$ cat config.mk
export PLATFORM = sky130hd
export DESIGN_NAME = hpq_cmp
export DESIGN_NICKNAME = d
export VERILOG_FILES = /design/src/rtl/hpq_pkg.sv /design/src/rtl/hpq_cmp.sv
export SDC_FILE = /design/constraint.sdc
export NUM_CORES = 1
export LEC_CHECK = 0
export BUFFER_PORTS_ARGS = -buffer_cell sky130_fd_sc_hd__buf_2
export CAP_MARGIN = 20
export CORE_UTILIZATION = 31
export DETAILED_ROUTE_END_ITERATION = 7
export PLACE_DENSITY = 0.79
export SYNTH_ARGS = -nofsm -noshare
export SYNTH_HDL_FRONTEND = slang
export SYNTH_SLANG_ARGS = --single-unit
$ cat constraint.sdc
create_clock -name vclk -period 1.1
set_clock_uncertainty 0.1 [all_clocks]
set_input_delay 0.055 -clock vclk [all_inputs]
set_output_delay 0.055 -clock vclk [all_outputs]
set_load 0.01 [all_outputs]
$ cat src/rtl/hpq_pkg.sv
// shared types and codes for the min-heap priority queue
package hpq_pkg;

   localparam int ValueWidth = 32;
   localparam int KeyWidth = 24;
   localparam int OpWidth = 3;
   localparam int StatusWidth = 2;

   localparam logic [OpWidth-1:0] OP_INSERT = 3'd0;
   localparam logic [OpWidth-1:0] OP_APPEND = 3'd1;
   localparam logic [OpWidth-1:0] OP_DEL_VALUE = 3'd2;
   localparam logic [OpWidth-1:0] OP_DEL_KEY = 3'd3;
   localparam logic [OpWidth-1:0] OP_DEL_ROOT = 3'd4;

   localparam logic [StatusWidth-1:0] ST_OK = 2'd0;
   localparam logic [StatusWidth-1:0] ST_FULL = 2'd1;
   localparam logic [StatusWidth-1:0] ST_EMPTY = 2'd2;
   localparam logic [StatusWidth-1:0] ST_NOT_FOUND = 2'd3;

   typedef struct packed {
      logic signed [ValueWidth-1:0] value;
      logic [KeyWidth-1:0]          key;
   } entry_type;

   typedef enum logic [3:0] {
      S_IDLE,
      S_DECODE,
      S_SCAN,
      S_SCAN_CHK,
      S_REM_RD,
      S_REM_WR,
      S_RB_NEXT,
      S_SD_CUR,
      S_SD_CHK,
      S_SD_L,
      S_SD_R,
      S_SD_DEC,
      S_ROOT,
      S_ROOT_WAIT
   } state_type;

endpackage

$ cat src/rtl/hpq_cmp.sv
// shared compare unit: signed less-than and search match
module hpq_cmp (
   input  hpq_pkg::entry_type               lhs,
   input  hpq_pkg::entry_type               rhs,
   input  logic signed [hpq_pkg::ValueWidth-1:0] find_value,
   input  logic [hpq_pkg::KeyWidth-1:0]     find_key,
   input  logic                             by_key,
   output logic                             less,
   output logic                             match
);
   import hpq_pkg::*;

   assign less = lhs.value < rhs.value;
   assign match = by_key ? (lhs.key == find_key) : (lhs.value == find_value);

endmodule

==> qor.tcl <==
set qor(combPwrFrac_pct) 100.0
set qor(p_per_area_nw_per_um2) 375.8
set qor(via_count_of_the_first_global_routing_pass) 1936
set qor(global_route.usage.met1_pct) 23.99
set qor(grt_setup_unrepaired) {true}
set qor(grt_overflow) 0
set qor(run_status) {finished with violations}
set qor(netlist-cell-type-count) 25
set qor(power_frac_seq_pct) 0
set qor(final_area_um2) 2998
set qor(area_inside_the_core_boundary_um2) 4354
set qor(violations_in_the_final_reports) {negative setup slack}
set qor(postSynthCellCount) 191
set qor(num-fill-cells) 341
set qor(arrival_ns) 1.49
set qor(diodes) 0
set qor(synth_largest_type_area_fraction_pct) 27.53
set qor(place_area_um2) 2671
set qor(fp.dieArea_um2) 4818
set qor(p_clk_share_pct) 0
set qor(crit_fanout) 4
set qor(grt_antenna_before_repair) 0
set qor(p_total_uw) 1127
set qor(intPower_uw) 648.6
set qor(period_minus_slack_ns) 1.648
set qor(clockBufferCount) 0
set qor(multi_input_area_um2) 1685
set qor(critPathCaptureType) {output port}
set qor(area_added_between_synthesis_and_finish_pct) 112.8
set qor(syn_area_um2) 1409
set qor(detailedRoute.firstPassIterationCount) 4
set qor(groute.usage.overall_pct) 19.82
set qor(finalHoldViolCount) 0
set qor(p_leak_uw) 0.001500
set qor(die_w_um) 69.42
set qor(max_cap_violations) 0
set qor(worst_ir_drop_vdd_mv) 0.2149
set qor(synth_top_family_by_area) {XOR/XNOR gates}
set qor(die_h_um) 69.42
set qor(tns_ns) -0.8443
set qor(drt_iter0_markers) 23
set qor(worst_hold_path_type) {in2out}
set qor(critical_path_required_ns) 0.94
set qor(grt.met2_usage_pct) 39.16
set qor(vias) 1962
set qor(syn_nets) 391
set qor(routabilityCongestion) 0.8038
set qor(synth_fa_ha_area_share_pct) 27.53
set qor(post_layout_utilization_of_the_core_pct) 68.85
set qor(grt_pass1_wl_um) 8073
set qor(maxSlewHeadroom_pct) 80.28
set qor(synth.area.mux_share_pct) 0
set qor(placement.io_buffers) 147
set qor(seqCellArea_um2) 0
set qor(finalCritPeriodShare_pct) 149.8
set qor(final_layout_size_suffix_gt1_share_pct) 64.42
set qor(nNetsFinal) 573
set qor(final_wl_um) 5309
set qor(grtUsageMet3_pct) 1.453
set qor(post_synth_main_area_contributors) {ha_1 28%, xnor2_1 25%, xor2_1 9.9%, inv_1 8.8%, nand4_1 5.8%}
set qor(dpl.hpwl_um) 4421
set qor(achievable-frequency_ghz) 0.6068
set qor(worstMarginPinSlew_ns) 0.2953
set qor(yosys.area_share.simple_pct) 18.12
set qor(i_o_pin_count) 171
set qor(drcViolationCount) 0
set qor(synth-xor-area-share_pct) 34.81
set qor(path_class) {in2out}
set qor(avgSynthCellArea_um2) 7.376
set qor(yosys_top_cell_by_area) {ha_1}
set qor(antenna_left) 0
set qor(start_util_pct) 32.36
set qor(vias_per_instance) 4.638
set qor(layout_setup_ws_ns) -0.5479
set qor(route.detailed.wl_per_inst_um) 12.55
set qor(rows) 24
set qor(post-place-ws_ns) -0.6327
set qor(setup.worst_path.start_class) {input pin}
set qor(drv_slew) 0
set qor(yosys_warnings) 0
set qor(final_setup_violations) 2
set qor(p_sw_share_pct) 42.43
set qor(synth_compound_gate_area_share_pct) 10.75
set qor(sequential_cell_total) 0
set qor(switchingPower_uw) 477.9
set qor(yosysSeqAreaShare_pct) 0
set qor(busiest_layer) {met2}
set qor(grt_start_max_net_pins) 5
[synthesized netlist by cell type, drive strengths merged, types with 2 or more instances]
library cell	instances
ha	31
nor3	6
nor4	5
nand3	6
o21ai	6
a21oi	10
inv	33
xor2	16
nand2b	2
nor2	3
nand2	10
nand4	13
xnor2	40
a31oi	2
[logic make-up after synthesis]
| family | Yosys count |
|---|---|
| XOR/XNOR | 56 |
| AND/OR/NAND/NOR | 46 |
| buffers and inverters | 33 |
| adder cells (fa/ha/maj) | 31 |
| AO/OA/AOI/OAI | 25 |
[power by group through the flow]
stage | combinational, uW | clock (uW) | sequential [uW]
finish | 1130 | 0 | 0
global route | 1240 | 0 | 0
CTS | 1020 | 0 | 0
detailed placement | 974 | 0 | 0
global placement | 948 | 0 | 0
floorplan | 465 | 0 | 0
[timing repair]
| item | 4_1_cts | 5_1_grt |
|---|---|---|
| resized for setup | 20 | 32 |
| pin swaps | 9 | 24 |
| setup endpoints to repair | 2 | 2 |
| hold buffers | 0 | 0 |
| setup buffers | 2 | 3 |
[critical path, stage by stage]
cell and delay, ns:
buf_2 0.12, ha_4 0.28, nand4_1 0.19, nor4_4 0.25, nand2_2 0.13, a31oi_4 0.19, o22ai_2 0.11, buf_2 0.15
[metal layers]
metal / wire length [um] / vias to the layer above
li1: - / 1024
met1: 2110 / 868
met2: 2935 / 68
met3: 244 / 2
met4: 20 / 0
met5: 0 / -
[path summary, 6_finish.rpt]
kind | startpoint | end | slack (ns) | cells past startpoint
setup / recovery | lhs[55] | less | -0.55 | 8
hold / removal | by_key | match | 0.37 | 4
[layout by cell type (no fill, tap or decap), types with 3 or more instances in the layout]
cell type / count
buf_2: 134
xnor2_1: 31
buf_4: 30
inv_1: 18
ha_4: 18
xor2_1: 16
buf_6: 14
nand4_1: 13
ha_1: 13
xnor2_2: 9
inv_4: 8
nand2_1: 8
a21oi_1: 7
nand3_1: 6
inv_2: 5
nor3_1: 4
nor2_1: 3
nor4_1: 3
o21ai_1: 3
a21oi_2: 3
o21ai_0: 3
[through the flow]
| stage | cells | hold WS (ns) |
|---|---|---|
| floorplan | 191 | 0.1575 |
| global placement | 418 | 0.3638 |
| detailed placement | 418 | 0.3743 |
| CTS | 420 | 0.3747 |
| global route | 423 | 0.4439 |
| finish | 423 | 0.3747 |
[area by class of cell]
| cell class | count | share of cell area (%) |
|---|---|---|
| multi-input cells | 158 | 56.22 |
| repair buffers | 180 | 36.14 |
| inverters | 33 | 5.467 |
| well taps | 52 | 2.170 |
Note: power is estimated with default switching activity, not from simulation.
