File: src/rtl/hpq_pkg.sv
// shared types and codes for the min-heap priority queue
package hpq_pkg;

   localparam int ValueWidth = 32;
   localparam int KeyWidth = 24;
   localparam int OpWidth = 3;
   localparam int StatusWidth = 2;

   localparam logic [OpWidth-1:0] OP_INSERT = 3'd0;
   localparam logic [OpWidth-1:0] OP_APPEND = 3'd1;
   localparam logic [OpWidth-1:0] OP_DEL_VALUE = 3'd2;
   localparam logic [OpWidth-1:0] OP_DEL_KEY = 3'd3;
   localparam logic [OpWidth-1:0] OP_DEL_ROOT = 3'd4;

   localparam logic [StatusWidth-1:0] ST_OK = 2'd0;
   localparam logic [StatusWidth-1:0] ST_FULL = 2'd1;
   localparam logic [StatusWidth-1:0] ST_EMPTY = 2'd2;
   localparam logic [StatusWidth-1:0] ST_NOT_FOUND = 2'd3;

   typedef struct packed {
      logic signed [ValueWidth-1:0] value;
      logic [KeyWidth-1:0]          key;
   } entry_type;

   typedef enum logic [3:0] {
      S_IDLE,
      S_DECODE,
      S_SCAN,
      S_SCAN_CHK,
      S_REM_RD,
      S_REM_WR,
      S_RB_NEXT,
      S_SD_CUR,
      S_SD_CHK,
      S_SD_L,
      S_SD_R,
      S_SD_DEC,
      S_ROOT,
      S_ROOT_WAIT
   } state_type;

endpackage

File: src/rtl/hpq_mem.sv
// entry store: one write port, one registered read port
module hpq_mem #(
   parameter int CAPACITY = 64
) (
   input  logic                            clock,
   input  logic                            wr_en,
   input  logic [$clog2(CAPACITY)-1:0]     wr_addr,
   input  hpq_pkg::entry_type              wr_data,
   input  logic [$clog2(CAPACITY)-1:0]     rd_addr,
   output hpq_pkg::entry_type              rd_data
);
   import hpq_pkg::*;

   entry_type mem [CAPACITY];
   entry_type rd_ff;

   always_ff @(posedge clock) begin
      if (wr_en) begin
         mem[wr_addr] <= wr_data;
      end
      rd_ff <= mem[rd_addr];
   end

   assign rd_data = rd_ff;

endmodule

File: config.mk
export PLATFORM = sky130hd
export DESIGN_NAME = hpq_mem
export DESIGN_NICKNAME = d
export VERILOG_FILES = /design/src/rtl/hpq_pkg.sv /design/src/rtl/hpq_mem.sv
export SDC_FILE = /design/constraint.sdc
export NUM_CORES = 2
export LEC_CHECK = 0
export BUFFER_PORTS_ARGS = -buffer_cell sky130_fd_sc_hd__clkbuf_2
export CAP_MARGIN = 20
export CORE_AREA = 2 2 744 376
export CTS_CLUSTER_DIAMETER = 80
export DETAILED_ROUTE_END_ITERATION = 16
export DIE_AREA = 0 0 746 378
export GPL_ROUTABILITY_DRIVEN = 0
export PLACE_DENSITY = 0.65
export SYNTH_ARGS = -nofsm -noshare
export SYNTH_HDL_FRONTEND = slang
export SYNTH_SLANG_ARGS = --single-unit
File: constraint.sdc
create_clock -name clock -period 14.2 [get_ports clock]
set_input_delay 1.42 -clock clock [delete_from_list [all_inputs] [get_ports clock]]
set_output_delay 1.42 -clock clock [all_outputs]
set_load 0.005 [all_outputs]
==> flow_metrics.tcl <==
set metrics [dict create \
    status "finished, final reports clean" \
    power.density_nw_per_um2 140 \
    placementRows 137 \
    drc 0 \
    cts-root-buf "clkbuf_16" \
    drt_iter0_markers 12500 \
    drtPass1Iterations 5 \
    worstPathMaxFanout 90 \
    track_usage_pct 27.9 \
    cts_resized 0 \
    syn2layout_area_growth_pct 12.0 \
    crit_top_cell "buf_4" \
    crit_family "buffers and inverters" \
    synthCells 5949 \
    drive_gt1_share_pct 26.6 \
    worst_setup_path_start_kind "input port" \
    synthArstFlopShare_pct 0 \
    worst-path-buf-inv 4 \
    clock_path_buffers 4 \
    viasPerCell 6.73 \
    max_cap_viol_count 0 \
    post_drt_wl_per_cell_um 38.8 \
    post_cts_buffers 0 \
    final_hold_viol_count 0 \
    crit_path_cell_trace "buf_12 -> buf_4 -> buf_4 -> buf_4 -> mux4_2 -> a211oi_1 -> o22ai_1 -> o21a_1" \
    nNetsFinal 6355 \
    max_freq_ghz 0.191 \
    io_buffer_count 125 \
    die_h_um 378 \
    grt_pass1_vias 65600 \
    netSwitchingFraction_pct 21.4 \
    hold_class "reg -> reg" \
    grt_first_pass_wirelength_um 540000 \
    comb_power_share_pct 4.9 \
    clkLatencyLatePin_ps 890 \
    cp.arrival_ps 6020 \
    initial_utilization_pct 49.6 \
    ys_seq_area_share_pct 79.4 \
    max_stage_delay_ps 840 \
    drv_slew 0 \
    antenna_found_initial 35 \
    synth_edf_count 3584 \
    yosysWarningCount 0 \
    p_switching_uw 4610 \
    yosys.area.top_type "edfxtp_1" \
    synth_most_common_cell "edfxtp_1" \
    worst_slack_ps 8960 \
    ant_nets 0 \
    path_clk_slew_ps 70 \
    synth_area_per_cell_um2 23.0 \
    synth_ff_type "edfxtp_1" \
    die-area_um2 282000 \
    dpl.hpwl_um 214000 \
    die_w_um 746 \
    slowest_stage "buf_4" \
    grt_max_degree 123 \
    vias 68800 \
    ff2ff_path_depth 5 \
    seq_power_share_pct 55.6 \
    rsz0062_at_grt "false" \
    cts_sinks 3640 \
    place_ws_ps 8020 \
    io_pins 126 \
    leakagePower_uw 0.0476 \
    ys_ff_latch 3640 \
    post-route-util_pct 55.5 \
    clkPwrFrac_pct 39.5 \
    multi_input_area_um2 26900 \
    worstPathRequired_ps 14980 \
    irDropWorstVdd_mv 0.136 \
    grt_overflow_total 0 \
    wirelength_um 397000 \
    fill_cells 20200 \
    regArea_um2 109000 \
    synth_area_leaders "edfxtp_1 79%, mux4_2 13%, mux2i_1 1.6%, o22ai_1 1.2%, dfxtp_1 0.82%" \
    end_kind "flip-flop" \
    cts_hold_buffers 0 \
    slew_headroom_pct 18.8 \
    htreeDepth 5 \
    internal_power_uw 16900 \
    worstMarginPinSlew_ps 1220 \
    setup-tns-final_ps 0 \
    numCtsBuffers 308 \
    cts_tree "yes" \
    min_period_ps 5240 \
    critical_path_depth 8 \
    yosys-top-cells-count "3584 x edfxtp_1, 803 x mux4_2, 252 x o22ai_1, 217 x mux2i_1, 122 x clkbuf_1" \
    final.period_utilization_pct 36.9 \
    syn_nets 6019 \
    finalSetupViolations 0 \
    fin_worst_skew_ps 33.3 \
    crit_type "in -> reg" \
    synth_cell_types 47 \
    holdPathStages 4 \
    synth_top_area_share_pct 78.6 \
    core-area_um2 276000 \
    syn-cell-area_um2 137000 \
]
==> through the flow <==
step           hold WS [ps]  instance area (um2)  total power, uW  std cells
6_report                807               153000            21500      10200
5_1_grt                 815               153000            22100      10200
4_1_cts                 804               152000            21600      10200
3_5_place_dp            782               142000            13200       9604
3_3_place_gp            767               142000            13200       9600
2_1_floorplan           699               137000            12700       5949
==> area by class of cell <==
class                      instances  share of cell area (%)
tap                             3683                    3.00
antenna                            9                  0.0147
clock inverter                   159                   0.969
inverter                           1                 0.00571
sequential                      3640                    70.9
clock buffer                     390                    5.44
multi-input combinational       1966                    17.5
timing repair buffer             368                    2.19
==> sequential cells by signal, indices dropped and copies added (netlist names) <==
| name | flops |
|---|---|
| rd_data | 56 |
| mem | 3584 |
==> layout by cell type (no fill, tap or decap), drive strengths merged, types with 17 or more instances in the layout <==
cell type / netlist / layout
a311oi: 21 / 21
nand4: 22 / 22
nor2: 89 / 89
a211oi: 37 / 37
mux2i: 217 / 217
and2: 17 / 17
o221ai: 57 / 57
nor4: 35 / 35
mux2: 31 / 31
clkinv: 0 / 112
o22ai: 252 / 252
mux4: 803 / 803
dfxtp: 56 / 56
bufinv: 0 / 25
nand3: 29 / 29
o21a: 33 / 33
edfxtp: 3584 / 3584
clkbuf: 123 / 509
buf: 219 / 249
nand2: 75 / 75
o21ai: 59 / 59
a22oi: 73 / 73
==> routing by layer <==
| metal | vias up | wire, um | global-route usage, % |
|---|---|---|---|
| met2 | 5160 | 159000 | 36.5 |
| met4 | 18 | 8250 | 5.69 |
| li1 | 26200 | - | - |
| met1 | 36900 | 169000 | 45.6 |
| met5 | - | 207 | 0.391 |
| met3 | 521 | 60500 | 8.80 |
==> cells by family (layout without fill, tap and decap cells) <==
| family | count (synthesis) | count (layout) | share of synthesized area [%] |
|---|---|---|---|
| other | 0 | 9 | 0 |
| AOI/OAI and AO/OA | 591 | 591 | 2.99 |
| muxes | 1051 | 1051 | 15.0 |
| and+or+nand+nor | 324 | 324 | 1.17 |
| DFF | 3640 | 3640 | 79.4 |
| buffers and inverters | 343 | 918 | 1.41 |
==> worst min-delay path, delay by kind of cell, from the launching register on <==
kind               cells  cell delay [ps]
AOI/OAI and AO/OA      3              260
DFF                    1              360
muxes                  1              120
==> power groups by stage <==
stage               combinational [uW]  clock (uW)  sequential, uW
detailed placement                1010           0           12200
CTS                               1010        8570           12000
finish                            1060        8500           12000
global route                      1110        8990           12000
global placement                   985           0           12200
floorplan                          559           0           12100
==> path summary, 6_finish.rpt <==
kind	startpoint	to	slack (ps)
max reg2reg	mem[1][21]	rd_data[21]	11840
max	rd_addr[0]	rd_data[47]	8960
min	mem[46][12]	rd_data[12]	810
min reg2reg	mem[46][12]	rd_data[12]	810
No activity file was read; power rests on OpenSTA's default activity.
